==> src/hdl/mlm_pkg.sv <==
// ----------------------------------------------------------------------------
// mlm_pkg
// Shared widths, constants and types for the mean level dB meter.
// ----------------------------------------------------------------------------
`default_nettype none

package mlm_pkg;

    localparam int SAMPLE_W        = 16;
    localparam int SUM_W           = 31;
    localparam int CNT_W           = 16;
    localparam int MAX_SAMPLES     = 32768;
    localparam int GATE_W          = 7;
    localparam int GATE_RESET      = 40;
    localparam int LEVEL_W         = 8;
    localparam int LEVEL_OFFSET    = 10;
    localparam int FRAC_W          = 16;
    localparam int MSB_W           = 5;
    localparam int LOG_W           = MSB_W + FRAC_W;
    localparam int MUL_W           = 31;
    localparam int PROD_W          = 2 * MUL_W;
    localparam int DB_PER_LOG2_Q16 = 394566;

    typedef struct packed {
        logic [SUM_W-1:0] sum;
        logic [CNT_W-1:0] cnt;
    } t_acc_word;

    typedef struct packed {
        logic busy;
        logic done;
    } t_seq_status;

endpackage

`default_nettype wire

==> src/hdl/mlm_acc.sv <==
// ----------------------------------------------------------------------------
// mlm_acc
// Absolute-value sum and sample count of the current window, count saturating.
// ----------------------------------------------------------------------------
`default_nettype none

module mlm_acc (
    input  wire logic                              i_clk,
    input  wire logic                              i_rst_n,
    input  wire logic                              i_accept,
    input  wire logic                              i_last,
    input  wire logic signed [mlm_pkg::SAMPLE_W-1:0] i_sample,
    output mlm_pkg::t_acc_word                     o_next
);
    import mlm_pkg::*;

    logic [SUM_W-1:0]    r_sum;
    logic [CNT_W-1:0]    r_cnt;
    logic [SAMPLE_W-1:0] mag;
    logic                add_ok;

    assign mag    = i_sample[SAMPLE_W-1] ? (~i_sample + 1'b1) : i_sample;
    assign add_ok = (r_cnt < CNT_W'(MAX_SAMPLES));

    assign o_next.sum = add_ok ? (r_sum + SUM_W'(mag)) : r_sum;
    assign o_next.cnt = add_ok ? (r_cnt + 1'b1) : r_cnt;

    always_ff @(posedge i_clk) begin
        if (!i_rst_n) begin
            r_sum <= '0;
            r_cnt <= '0;
        end else if (i_accept) begin
            if (i_last) begin
                r_sum <= '0;
                r_cnt <= '0;
            end else begin
                r_sum <= o_next.sum;
                r_cnt <= o_next.cnt;
            end
        end
    end

endmodule

`default_nettype wire

==> src/hdl/mlm_mul.sv <==
// ----------------------------------------------------------------------------
// mlm_mul
// Shared unsigned multiplier with registered product.
// ----------------------------------------------------------------------------
`default_nettype none

module mlm_mul (
    input  wire logic                         i_clk,
    input  wire logic                         i_en,
    input  wire logic [mlm_pkg::MUL_W-1:0]    i_a,
    input  wire logic [mlm_pkg::MUL_W-1:0]    i_b,
    output logic      [mlm_pkg::PROD_W-1:0]   o_prod
);
    import mlm_pkg::*;

    logic [PROD_W-1:0] r_prod;

    always_ff @(posedge i_clk) begin
        if (i_en) begin
            r_prod <= PROD_W'(i_a) * PROD_W'(i_b);
        end
    end

    assign o_prod = r_prod;

endmodule

`default_nettype wire

==> src/hdl/mlm_seq.sv <==
// ----------------------------------------------------------------------------
// mlm_seq
// Level sequencer: log2 of sum and count by normalize and repeated squaring,
// difference scaled to dB on the shared multiplier, offset and gate compare.
// ----------------------------------------------------------------------------
`default_nettype none

module mlm_seq (
    input  wire logic                         i_clk,
    input  wire logic                         i_rst_n,
    input  wire logic                         i_start,
    input  wire mlm_pkg::t_acc_word           i_acc,
    input  wire logic [mlm_pkg::GATE_W-1:0]   i_gate,
    output mlm_pkg::t_seq_status              o_status,
    output logic signed [mlm_pkg::LEVEL_W-1:0] o_level_db,
    output logic                              o_loud
);
    import mlm_pkg::*;

    localparam logic [2:0] S_IDLE    = 3'd0;
    localparam logic [2:0] S_NORM    = 3'd1;
    localparam logic [2:0] S_SQ_MUL  = 3'd2;
    localparam logic [2:0] S_SQ_CHK  = 3'd3;
    localparam logic [2:0] S_SCL_MUL = 3'd4;
    localparam logic [2:0] S_SCL_FIN = 3'd5;

    logic [2:0]         r_state, n_state;
    logic [MUL_W:0]     r_m, n_m;
    logic [MSB_W-1:0]   r_msb, n_msb;
    logic [FRAC_W-1:0]  r_frac, n_frac;
    logic [3:0]         r_iter, n_iter;
    logic               r_pass, n_pass;
    logic [CNT_W-1:0]   r_cnt, n_cnt;
    logic [LOG_W-1:0]   r_log_sum, n_log_sum;
    logic               r_neg, n_neg;
    logic [LOG_W-1:0]   r_dm, n_dm;
    logic [LEVEL_W-1:0] r_level, n_level;
    logic               r_loud, n_loud;
    logic               r_done, n_done;

    logic               mul_en;
    logic [MUL_W-1:0]   mul_a, mul_b;
    logic [PROD_W-1:0]  prod;
    logic [MUL_W:0]     sq;
    logic [LOG_W-1:0]   log_cur;
    logic [LOG_W:0]     diff;
    logic [LEVEL_W-1:0] p;
    logic [LEVEL_W:0]   lvl;
    logic [LEVEL_W:0]   alvl;

    assign mul_en = (r_state == S_SQ_MUL) || (r_state == S_SCL_MUL);
    assign mul_a  = (r_state == S_SCL_MUL) ? MUL_W'(r_dm) : r_m[MUL_W-1:0];
    assign mul_b  = (r_state == S_SCL_MUL) ? MUL_W'(DB_PER_LOG2_Q16) : r_m[MUL_W-1:0];

    mlm_mul u_mul (
        .i_clk  (i_clk),
        .i_en   (mul_en),
        .i_a    (mul_a),
        .i_b    (mul_b),
        .o_prod (prod)
    );

    assign sq      = prod[PROD_W-1:MUL_W-1];
    assign log_cur = {r_msb, r_frac[FRAC_W-2:0], sq[MUL_W]};
    assign diff    = {1'b0, r_log_sum} - {1'b0, log_cur};
    assign p       = prod[32 +: LEVEL_W];
    assign lvl     = r_neg ? ((LEVEL_W+1)'(LEVEL_OFFSET) - {1'b0, p})
                           : ((LEVEL_W+1)'(LEVEL_OFFSET) + {1'b0, p});
    assign alvl    = lvl[LEVEL_W] ? (~lvl + 1'b1) : lvl;

    always_comb begin
        n_state   = r_state;
        n_m       = r_m;
        n_msb     = r_msb;
        n_frac    = r_frac;
        n_iter    = r_iter;
        n_pass    = r_pass;
        n_cnt     = r_cnt;
        n_log_sum = r_log_sum;
        n_neg     = r_neg;
        n_dm      = r_dm;
        n_level   = r_level;
        n_loud    = r_loud;
        n_done    = 1'b0;
        unique case (r_state)
            S_IDLE: begin
                if (i_start) begin
                    if (i_acc.sum == '0) begin
                        n_level = '0;
                        n_loud  = (i_gate == '0);
                        n_done  = 1'b1;
                    end else begin
                        n_m     = {1'b0, i_acc.sum};
                        n_msb   = MSB_W'(MUL_W - 1);
                        n_frac  = '0;
                        n_iter  = '0;
                        n_pass  = 1'b0;
                        n_cnt   = i_acc.cnt;
                        n_state = S_NORM;
                    end
                end
            end
            S_NORM: begin
                if (r_m[MUL_W-1]) begin
                    n_state = S_SQ_MUL;
                end else begin
                    n_m   = {r_m[MUL_W-1:0], 1'b0};
                    n_msb = r_msb - 1'b1;
                end
            end
            S_SQ_MUL: begin
                n_state = S_SQ_CHK;
            end
            S_SQ_CHK: begin
                n_m     = sq[MUL_W] ? {1'b0, sq[MUL_W:1]} : sq;
                n_frac  = {r_frac[FRAC_W-2:0], sq[MUL_W]};
                n_iter  = r_iter + 1'b1;
                n_state = S_SQ_MUL;
                if (r_iter == 4'(FRAC_W - 1)) begin
                    if (!r_pass) begin
                        n_log_sum = log_cur;
                        n_m       = (MUL_W+1)'(r_cnt);
                        n_msb     = MSB_W'(MUL_W - 1);
                        n_pass    = 1'b1;
                        n_state   = S_NORM;
                    end else begin
                        n_neg   = diff[LOG_W];
                        n_dm    = diff[LOG_W] ? (~diff[LOG_W-1:0] + 1'b1) : diff[LOG_W-1:0];
                        n_state = S_SCL_MUL;
                    end
                end
            end
            S_SCL_MUL: begin
                n_state = S_SCL_FIN;
            end
            S_SCL_FIN: begin
                n_level = lvl[LEVEL_W-1:0];
                n_loud  = (alvl >= (LEVEL_W+1)'(i_gate));
                n_done  = 1'b1;
                n_state = S_IDLE;
            end
            default: begin
                n_state = S_IDLE;
            end
        endcase
    end

    always_ff @(posedge i_clk) begin
        if (!i_rst_n) begin
            r_state <= S_IDLE;
            r_done  <= 1'b0;
        end else begin
            r_state <= n_state;
            r_done  <= n_done;
        end
        r_m       <= n_m;
        r_msb     <= n_msb;
        r_frac    <= n_frac;
        r_iter    <= n_iter;
        r_pass    <= n_pass;
        r_cnt     <= n_cnt;
        r_log_sum <= n_log_sum;
        r_neg     <= n_neg;
        r_dm      <= n_dm;
        r_level   <= n_level;
        r_loud    <= n_loud;
    end

    assign o_status.busy = (r_state != S_IDLE) || r_done;
    assign o_status.done = r_done;
    assign o_level_db    = r_level;
    assign o_loud        = r_loud;

endmodule

`default_nettype wire

==> src/hdl/pcm_mean_level_db_meter.sv <==
// ----------------------------------------------------------------------------
// pcm_mean_level_db_meter
// Mean absolute level of a PCM window in dB, with a loud flag.
//
// Input channel: i_valid/o_stall carry i_sample and i_last. A word is taken
// at a clock edge with i_valid high and o_stall low. Samples with i_last low
// accumulate at one per cycle unless a level is being computed, also while a
// result waits on the output. A word with i_last high starts the level
// computation: zero-sum windows give level 0 directly from idle; otherwise
// the sequencer normalizes and squares on one shared 31x31 multiplier, once
// for the sum and once for the count. o_stall is high throughout.
// Output channel: o_valid/i_stall carry o_level_db and o_loud; a result
// holds while i_stall is high, and a new last word waits until it is taken.
// i_gate_level_we writes i_gate_level; the user must assert it only while
// the block is idle, which the block does not enforce. Reset (i_rst_n low,
// synchronous) clears sum, count and pending result, sets gate level to 40.
// ----------------------------------------------------------------------------
`default_nettype none

module pcm_mean_level_db_meter (
    input  wire logic                               i_clk,
    input  wire logic                               i_rst_n,
    input  wire logic                               i_valid,
    output logic                                    o_stall,
    input  wire logic signed [mlm_pkg::SAMPLE_W-1:0] i_sample,
    input  wire logic                               i_last,
    output logic                                    o_valid,
    input  wire logic                               i_stall,
    output logic signed [mlm_pkg::LEVEL_W-1:0]      o_level_db,
    output logic                                    o_loud,
    input  wire logic                               i_gate_level_we,
    input  wire logic [mlm_pkg::GATE_W-1:0]         i_gate_level
);
    import mlm_pkg::*;

    logic [GATE_W-1:0] r_gate;
    logic              r_out_valid;
    logic              accept;
    t_acc_word         acc_next;
    t_seq_status       seq_status;

    assign o_stall = seq_status.busy || (r_out_valid && i_last);
    assign accept  = i_valid && !o_stall;

    mlm_acc u_acc (
        .i_clk    (i_clk),
        .i_rst_n  (i_rst_n),
        .i_accept (accept),
        .i_last   (i_last),
        .i_sample (i_sample),
        .o_next   (acc_next)
    );

    mlm_seq u_seq (
        .i_clk      (i_clk),
        .i_rst_n    (i_rst_n),
        .i_start    (accept && i_last),
        .i_acc      (acc_next),
        .i_gate     (r_gate),
        .o_status   (seq_status),
        .o_level_db (o_level_db),
        .o_loud     (o_loud)
    );

    always_ff @(posedge i_clk) begin
        if (!i_rst_n) begin
            r_gate      <= GATE_W'(GATE_RESET);
            r_out_valid <= 1'b0;
        end else begin
            if (i_gate_level_we) begin
                r_gate <= i_gate_level;
            end
            if (seq_status.done) begin
                r_out_valid <= 1'b1;
            end else if (!i_stall) begin
                r_out_valid <= 1'b0;
            end
        end
    end

    assign o_valid = r_out_valid;

endmodule

`default_nettype wire

==> config.mk <==
export PLATFORM = sky130hd
export DESIGN_NAME = pcm_mean_level_db_meter
export DESIGN_NICKNAME = d
export VERILOG_FILES = /design/src/hdl/mlm_pkg.sv /design/src/hdl/mlm_acc.sv /design/src/hdl/mlm_mul.sv /design/src/hdl/mlm_seq.sv /design/src/hdl/pcm_mean_level_db_meter.sv
export SDC_FILE = /design/constraint.sdc
export NUM_CORES = 2
export LEC_CHECK = 0
export ABC_AREA = 1
export ABC_CLOCK_PERIOD_IN_PS = 8500
export BUFFER_PORTS_ARGS = -buffer_cell sky130_fd_sc_hd__buf_2
export CORE_MARGIN = 4
export CORE_UTILIZATION = 55
export CTS_BUF_LIST = sky130_fd_sc_hd__clkbuf_2
export CTS_CLUSTER_SIZE = 40
export DETAILED_ROUTE_END_ITERATION = 10
export PLACE_DENSITY = 0.78
export RECOVER_POWER = 100
export SETUP_SLACK_MARGIN = 0.15
export SYNTH_ARGS = -nofsm -noshare
export SYNTH_HDL_FRONTEND = slang
export SYNTH_SLANG_ARGS = --single-unit
==> constraint.sdc <==
create_clock -name i_clk -period 8.5 [get_ports i_clk]
set_input_delay 0.425 -clock i_clk [delete_from_list [all_inputs] [get_ports i_clk]]
set_output_delay 0.425 -clock i_clk [all_outputs]
set_load 0.05 [all_outputs]
# Word-level counts from Yosys, hierarchy flattened
# Cells that the tools add are included.
# word_totals
ff_bits	245
output_inout_bits	11
# op_classes
muxes	50
addsub	10
n_mul	1
bitwise	5
n_reduce_logical	24
eq_ne	14
magnitude_cmp	2
# ops
cell	count
$mux 31	10
$pmux 31 s3	1
$mul 31x31->62	1
$mux 16	3
$add 16x1->16 const B	2
$add 31x16->31	1
$logic_not 31->1	1
$mux 15	2
$pmux 15 s2	1
$mux 5	5
$sub 21x21->22	1
$add 21x1->21 const B	1
$mux 21	1
$not 21->21	1
$reduce_and 3->1	7
$mux 9	2
$lt 16x16->1 const B	1
$mux 8	2
$not 16->16	1
$pmux 8 s2	1
$mux 3	5
$pmux 3 s5	1
$pmux 5 s3	1
$ne 2x1->1 const B	5
other kinds (26)	49

# Depth between registers and ports, before layout
# logic_depth
depth_word	9
depth_mapped	37

# Modules after synthesis
# A second synthesis with hierarchy kept.
# hier_totals
hier_cells	6560
hier_area_um2	48803.1
# by_module_without_submodules
module	instances	cells_per_inst	area_each_um2
mlm_mul	1	4676	35596.6
mlm_seq	1	1111	8619.5
mlm_acc	1	733	4295.4
pcm_mean_level_db_meter	1	40	291.5

# Worst setup path after synthesis
# No wires, ideal clock.
# synth_timing
kind	register -> register
start	reg u_seq.r_state[1]
end	reg u_seq.u_mul.r_prod[52] (netlist: u_seq.u_mul.o_prod[52]), data pin
t_arrival_ps	7085
path_stages_with_launch	35
setup_time_ps	252
t_required_ps	8248
synth_period_minus_slack_ps	7337
path_slack_ps	1163
path_cell_list	dfxtp_1 > inv_2 > nand2_4 > nor2_4 > buf_2 > nor2_1 > inv_2 > buf_1 > nor2_1 > fa_1 > fa_1 > fa_1 > inv_1 > fa_1 > inv_1 > fa_1 > inv_1 > fa_1 > inv_1 > fa_1 > inv_1 > fa_1 > inv_1 > ha_1 > nand2_1 > nor2_1 > inv_1 > nor3_1 > a21oi_1 > o21ai_1 > nand3_1 > o21bai_1 > nand2_1 > nand3_1 > nand2_1
# synth_between
elab_chain_len	3
elab_cells_between_ends	4
# synth_lines
element	line_no	source
start: declaration	mlm_seq.sv:27	logic [2:0] r_state, n_state;
start signal: assignment	mlm_seq.sv:153	r_state <= n_state;
$eq 3x3->1 (*)	mlm_seq.sv:52, mlm_seq.sv:53	
$mux 31, on equally long branches	mlm_seq.sv:52, mlm_seq.sv:53	
$mul 31x31->62 (*)	mlm_mul.sv:20	r_prod <= PROD_W'(i_a) * PROD_W'(i_b);
end signal: assignment	mlm_mul.sv:20	
end: declaration	mlm_mul.sv:16	logic [PROD_W-1:0] r_prod;
# Every way passes the cells marked *; elsewhere a longest branch is shown, timed or not.
# A chain may end at the register's enable or synchronous reset.

# Final worst setup path
# layout_timing
start	reg u_seq.r_state[1]
end	reg u_seq.u_mul.r_prod[35] (netlist: u_seq.u_mul.o_prod[35]), data pin
# The elaborated chain is that of the path after synthesis.

==> summary.md <==
| Metric | Value |
|---|---|
| Iter 0 DRT Violations | `3649` |
| CTS Sinks | `215` |
| H-tree levels | `2` |
| Crit start category | `flip-flop` |
| Via count | `36.1k` |
| Clk Tree Root Cell | `clkbuf_2` |
| Layout cell share with drive strength beyond 1 | `5.97%` |
| Crit path launch | `u_seq.r_state[1]$_SDFFE_PN0P_` |
| Die area | `82300 sq um` |
| Worst path bufs/invs | `6` |
| Number of synthesized flops with an enable pin | `156` |
| Worst EP arrival | `8.88 ns` |
| Crit path to | `u_seq.u_mul.o_prod[35]$_DFFE_PP_` |
| Remaining DRCs | `0` |
| Syn avg cell area | `8.14 sq um` |
| Layout area overhead | `6.48%` |
| Syn nets | `6413` |
| Max incr delay on CP | `0.66 ns` |
| Ys async rst share | `0%` |
| Slew headroom | `-110%` |
| Antenna-violating nets left | `0` |
| Hold Path Depth | `5` |
| RePlAce Congestion | `1.06` |
| Synthesized cell area | `42800 sq um` |
| # rows | `102` |
| MaxCap Viol Count | `8` |
| Status | `finished, violations left` |
| GRT Total Usage | `33.9%` |
| Sequential area share after synthesis | `13.7%` |
| Critical path fanouts, max | `36` |
| Crit. End Element | `flip-flop` |
| Vias in the first global route | `37.3k` |
| Die Y | `287 um` |
| I/O pin total | `40` |
| R2R Setup Slk | `0.16 ns` |
| Top_reg_cell synth | `edfxtp_1` |
| Initial antenna violation count | `3` |
| Peak Freq | `0.120 GHz` |
| Die Wd | `287 um` |
| DP Wirelength | `113 mm` |
| Fin crit period | `8.34 ns` |
| Fill cell count | `7019` |
| WL per Instance | `21.2 um` |
| CP Depth | `27` |
| Final WL | `137 mm` |
| R2r endpoint | `u_seq.u_mul.o_prod[35]$_DFFE_PP_` |
| Core area | `77300 sq um` |
| RSZ-0062 raised after global routing | `true` |
| Final setup TNS | `0 ns` |
| Hold Path Class | `in2reg` |
| Setup CP Type | `reg2reg` |
| Worst r2r src | `u_seq.r_state[1]$_SDFFE_PN0P_` |
| Clk_lat worst skew | `0.94 ns` |
| Critical Path RT | `9.04 ns` |
| Synthesized instance count | `5260` |
| Delay-heaviest family, CP | `adder cells` |
| Slowest CP cell | `fa_1` |
| Yosys reg bits | `215` |
| Final hold vios | `0` |
| CTS buffer count | `52` |
| Slew Limit Fails | `308` |
| Via-to-Cell Ratio | `5.59` |
| Failing checks | `capacitance limit, slew limit` |
| R2R depth | `27` |
| Ys Warns | `0` |
| Port Buffers | `39` |
| Pin count of the biggest net entering global routing | `54` |
| Setup-failing EPs final | `0` |
| Final Skew | `0.158 ns` |
| Clk buf depth | `3` |
| CTS tree | `done` |
| DRT Pass-1 Iters | `7` |
| First-pass GRT wire length | `212 mm` |
| Crit path top cell by count | `fa_1` |
| GRT Residual Overflow | `0` |
| Final Cycle Share | `98.1%` |
| Reg clk slew, reported paths | `0.11 ns` |
| Final nets | `6522` |
| Worst-margin pin slew | `3.14 ns` |
| Cell variety after synth | `58` |
| Initial Util | `55.3%` |
-- state kept, by name, indices dropped and copies added (netlist names), 3 cells and up --
signal,count
u_seq.r_iter,4
u_seq.r_log_sum,21
u_seq.o_level_db,8
u_seq.r_m,31
r_gate,7
u_seq.r_state,3
u_acc.r_sum,31
u_seq.r_frac,15
u_seq.u_mul.o_prod,32
u_acc.r_cnt,16
u_seq.r_cnt,16
u_seq.r_dm,21
u_seq.r_msb,5
-- tightest hold or removal path, stage by stage --
cell     delay, ns
buf_2         0.12
inv_1         0.05
nor2_1        0.13
nand4_1       0.19
a21oi_1       0.10
-- Yosys cell counts (all sizes together), types with 13 or more instances --
master | n | area (sq um)
buf | 24 | 109
nand2 | 872 | 3310
or2 | 16 | 100
o21a | 13 | 97.6
nand4 | 32 | 200
a21oi | 212 | 1080
dfxtp | 59 | 1180
o211ai | 13 | 103
clkbuf | 124 | 475
nand3 | 125 | 656
o221ai | 13 | 114
nor2 | 806 | 3090
fa | 822 | 16500
edfxtp | 156 | 4680
nor3 | 31 | 160
inv | 1305 | 4900
o21ai | 126 | 642
ha | 302 | 3780
xnor2 | 31 | 272
clkinv | 17 | 65.1
xor2 | 70 | 621
-- cell type report --
class	instances	area (sq um)	area share [%]
multi-input combinational	3575	31400	68.9
sequential	215	5870	12.9
inverter	1322	4970	10.9
timing repair buffer	203	1520	3.33
tap	1040	1300	2.86
clock buffer	76	380	0.835
clock inverter	21	118	0.258
antenna	3	7.51	0.0165
-- timing repair --
item | in CTS | in global routing
hold buffers | 23 | 0
setup buffers | 0 | 3
endpoints found under the setup margin | 2 | 28
gates resized for setup | 3 | 21
cloned | 0 | 0
endpoints found under the hold margin | 9 | 0
-- worst min-delay path by stage --
stage                                              start                             to
after global routing                              i_last        u_seq.r_done$_SDFF_PN0_
after global placement    u_seq.r_frac[10]$_SDFFCE_PN0P_  u_seq.r_log_sum[11]$_DFFE_PP_
after detailed placement   u_seq.r_frac[2]$_SDFFCE_PN0P_   u_seq.r_log_sum[3]$_DFFE_PP_
final                                             i_last        u_seq.r_done$_SDFF_PN0_
after floorplan            u_seq.r_frac[9]$_SDFFCE_PN0P_  u_seq.r_log_sum[10]$_DFFE_PP_
after CTS                                        i_valid   u_acc.r_sum[27]$_SDFFE_PN0P_
-- cells in the final DEF, fill, tap and decap left out, types with 5 or more instances in the layout --
cell type / n
mux2i_1: 10
edfxtp_1: 156
a21oi_1: 203
dfxtp_1: 58
o21ai_0: 113
nor3_1: 30
dlygate4sd3_1: 23
o211ai_1: 12
nor2_1: 788
a21oi_2: 9
inv_2: 10
clkbuf_1: 20
a211oi_1: 6
buf_4: 123
xor2_1: 66
ha_1: 302
inv_1: 1294
fa_1: 822
nor2_2: 17
nand2_1: 861
clkinv_1: 30
nand2_2: 11
a31oi_1: 11
xnor2_1: 31
o21a_1: 13
o221ai_1: 13
nand4_1: 32
nor4_1: 12
nand3b_1: 7
buf_12: 7
a21o_1: 6
buf_2: 29
nand3_1: 119
nand3_2: 6
o21bai_1: 5
a221oi_1: 12
clkbuf_2: 77
or2_2: 12
o21ai_1: 9
-- kinds of logic (layout without fill, tap and decap cells) --
kind of cell,count (synthesis),count (layout),synth area share [%]
muxes,10,10,0.234
AOI/OAI and AO/OA,435,435,5.80
and+or+nand+nor,1905,1905,17.9
DFF,215,215,13.7
xor gates and xnor gates,101,101,2.08
other,0,3,0
buffers and inverters,1470,1622,13.0
adders and majority gates,1124,1124,47.3
-- per-layer routing --
| layer | up-vias | track usage [%] | wire length, um |
|---|---|---|---|
| met4 | 2 | 17.6 | 9700 |
| met2 | 2176 | 52.9 | 60000 |
| met5 | - | 0 | 11 |
| met3 | 559 | 10.2 | 17500 |
| li1 | 15939 | - | - |
| met1 | 17396 | 43.0 | 49400 |
-- metrics by stage --
step	hold slack [ns]	cells	setup slack [ns]	area (sq um)	util, %
after floorplan	0.426	5260	1.16	42800	-
after global placement	0.428	6329	0.205	44800	58.0
after detailed placement	0.433	6329	0.220	44800	58.0
after CTS	0.0484	6449	0.159	45600	58.9
after global routing	0.202	6453	0.0420	45600	58.9
final	0.206	6455	0.164	45600	58.9
Power is left out: the tool's default activity adds up to more than one toggle a clock period on the data nets, which glitch-free logic cannot reach.
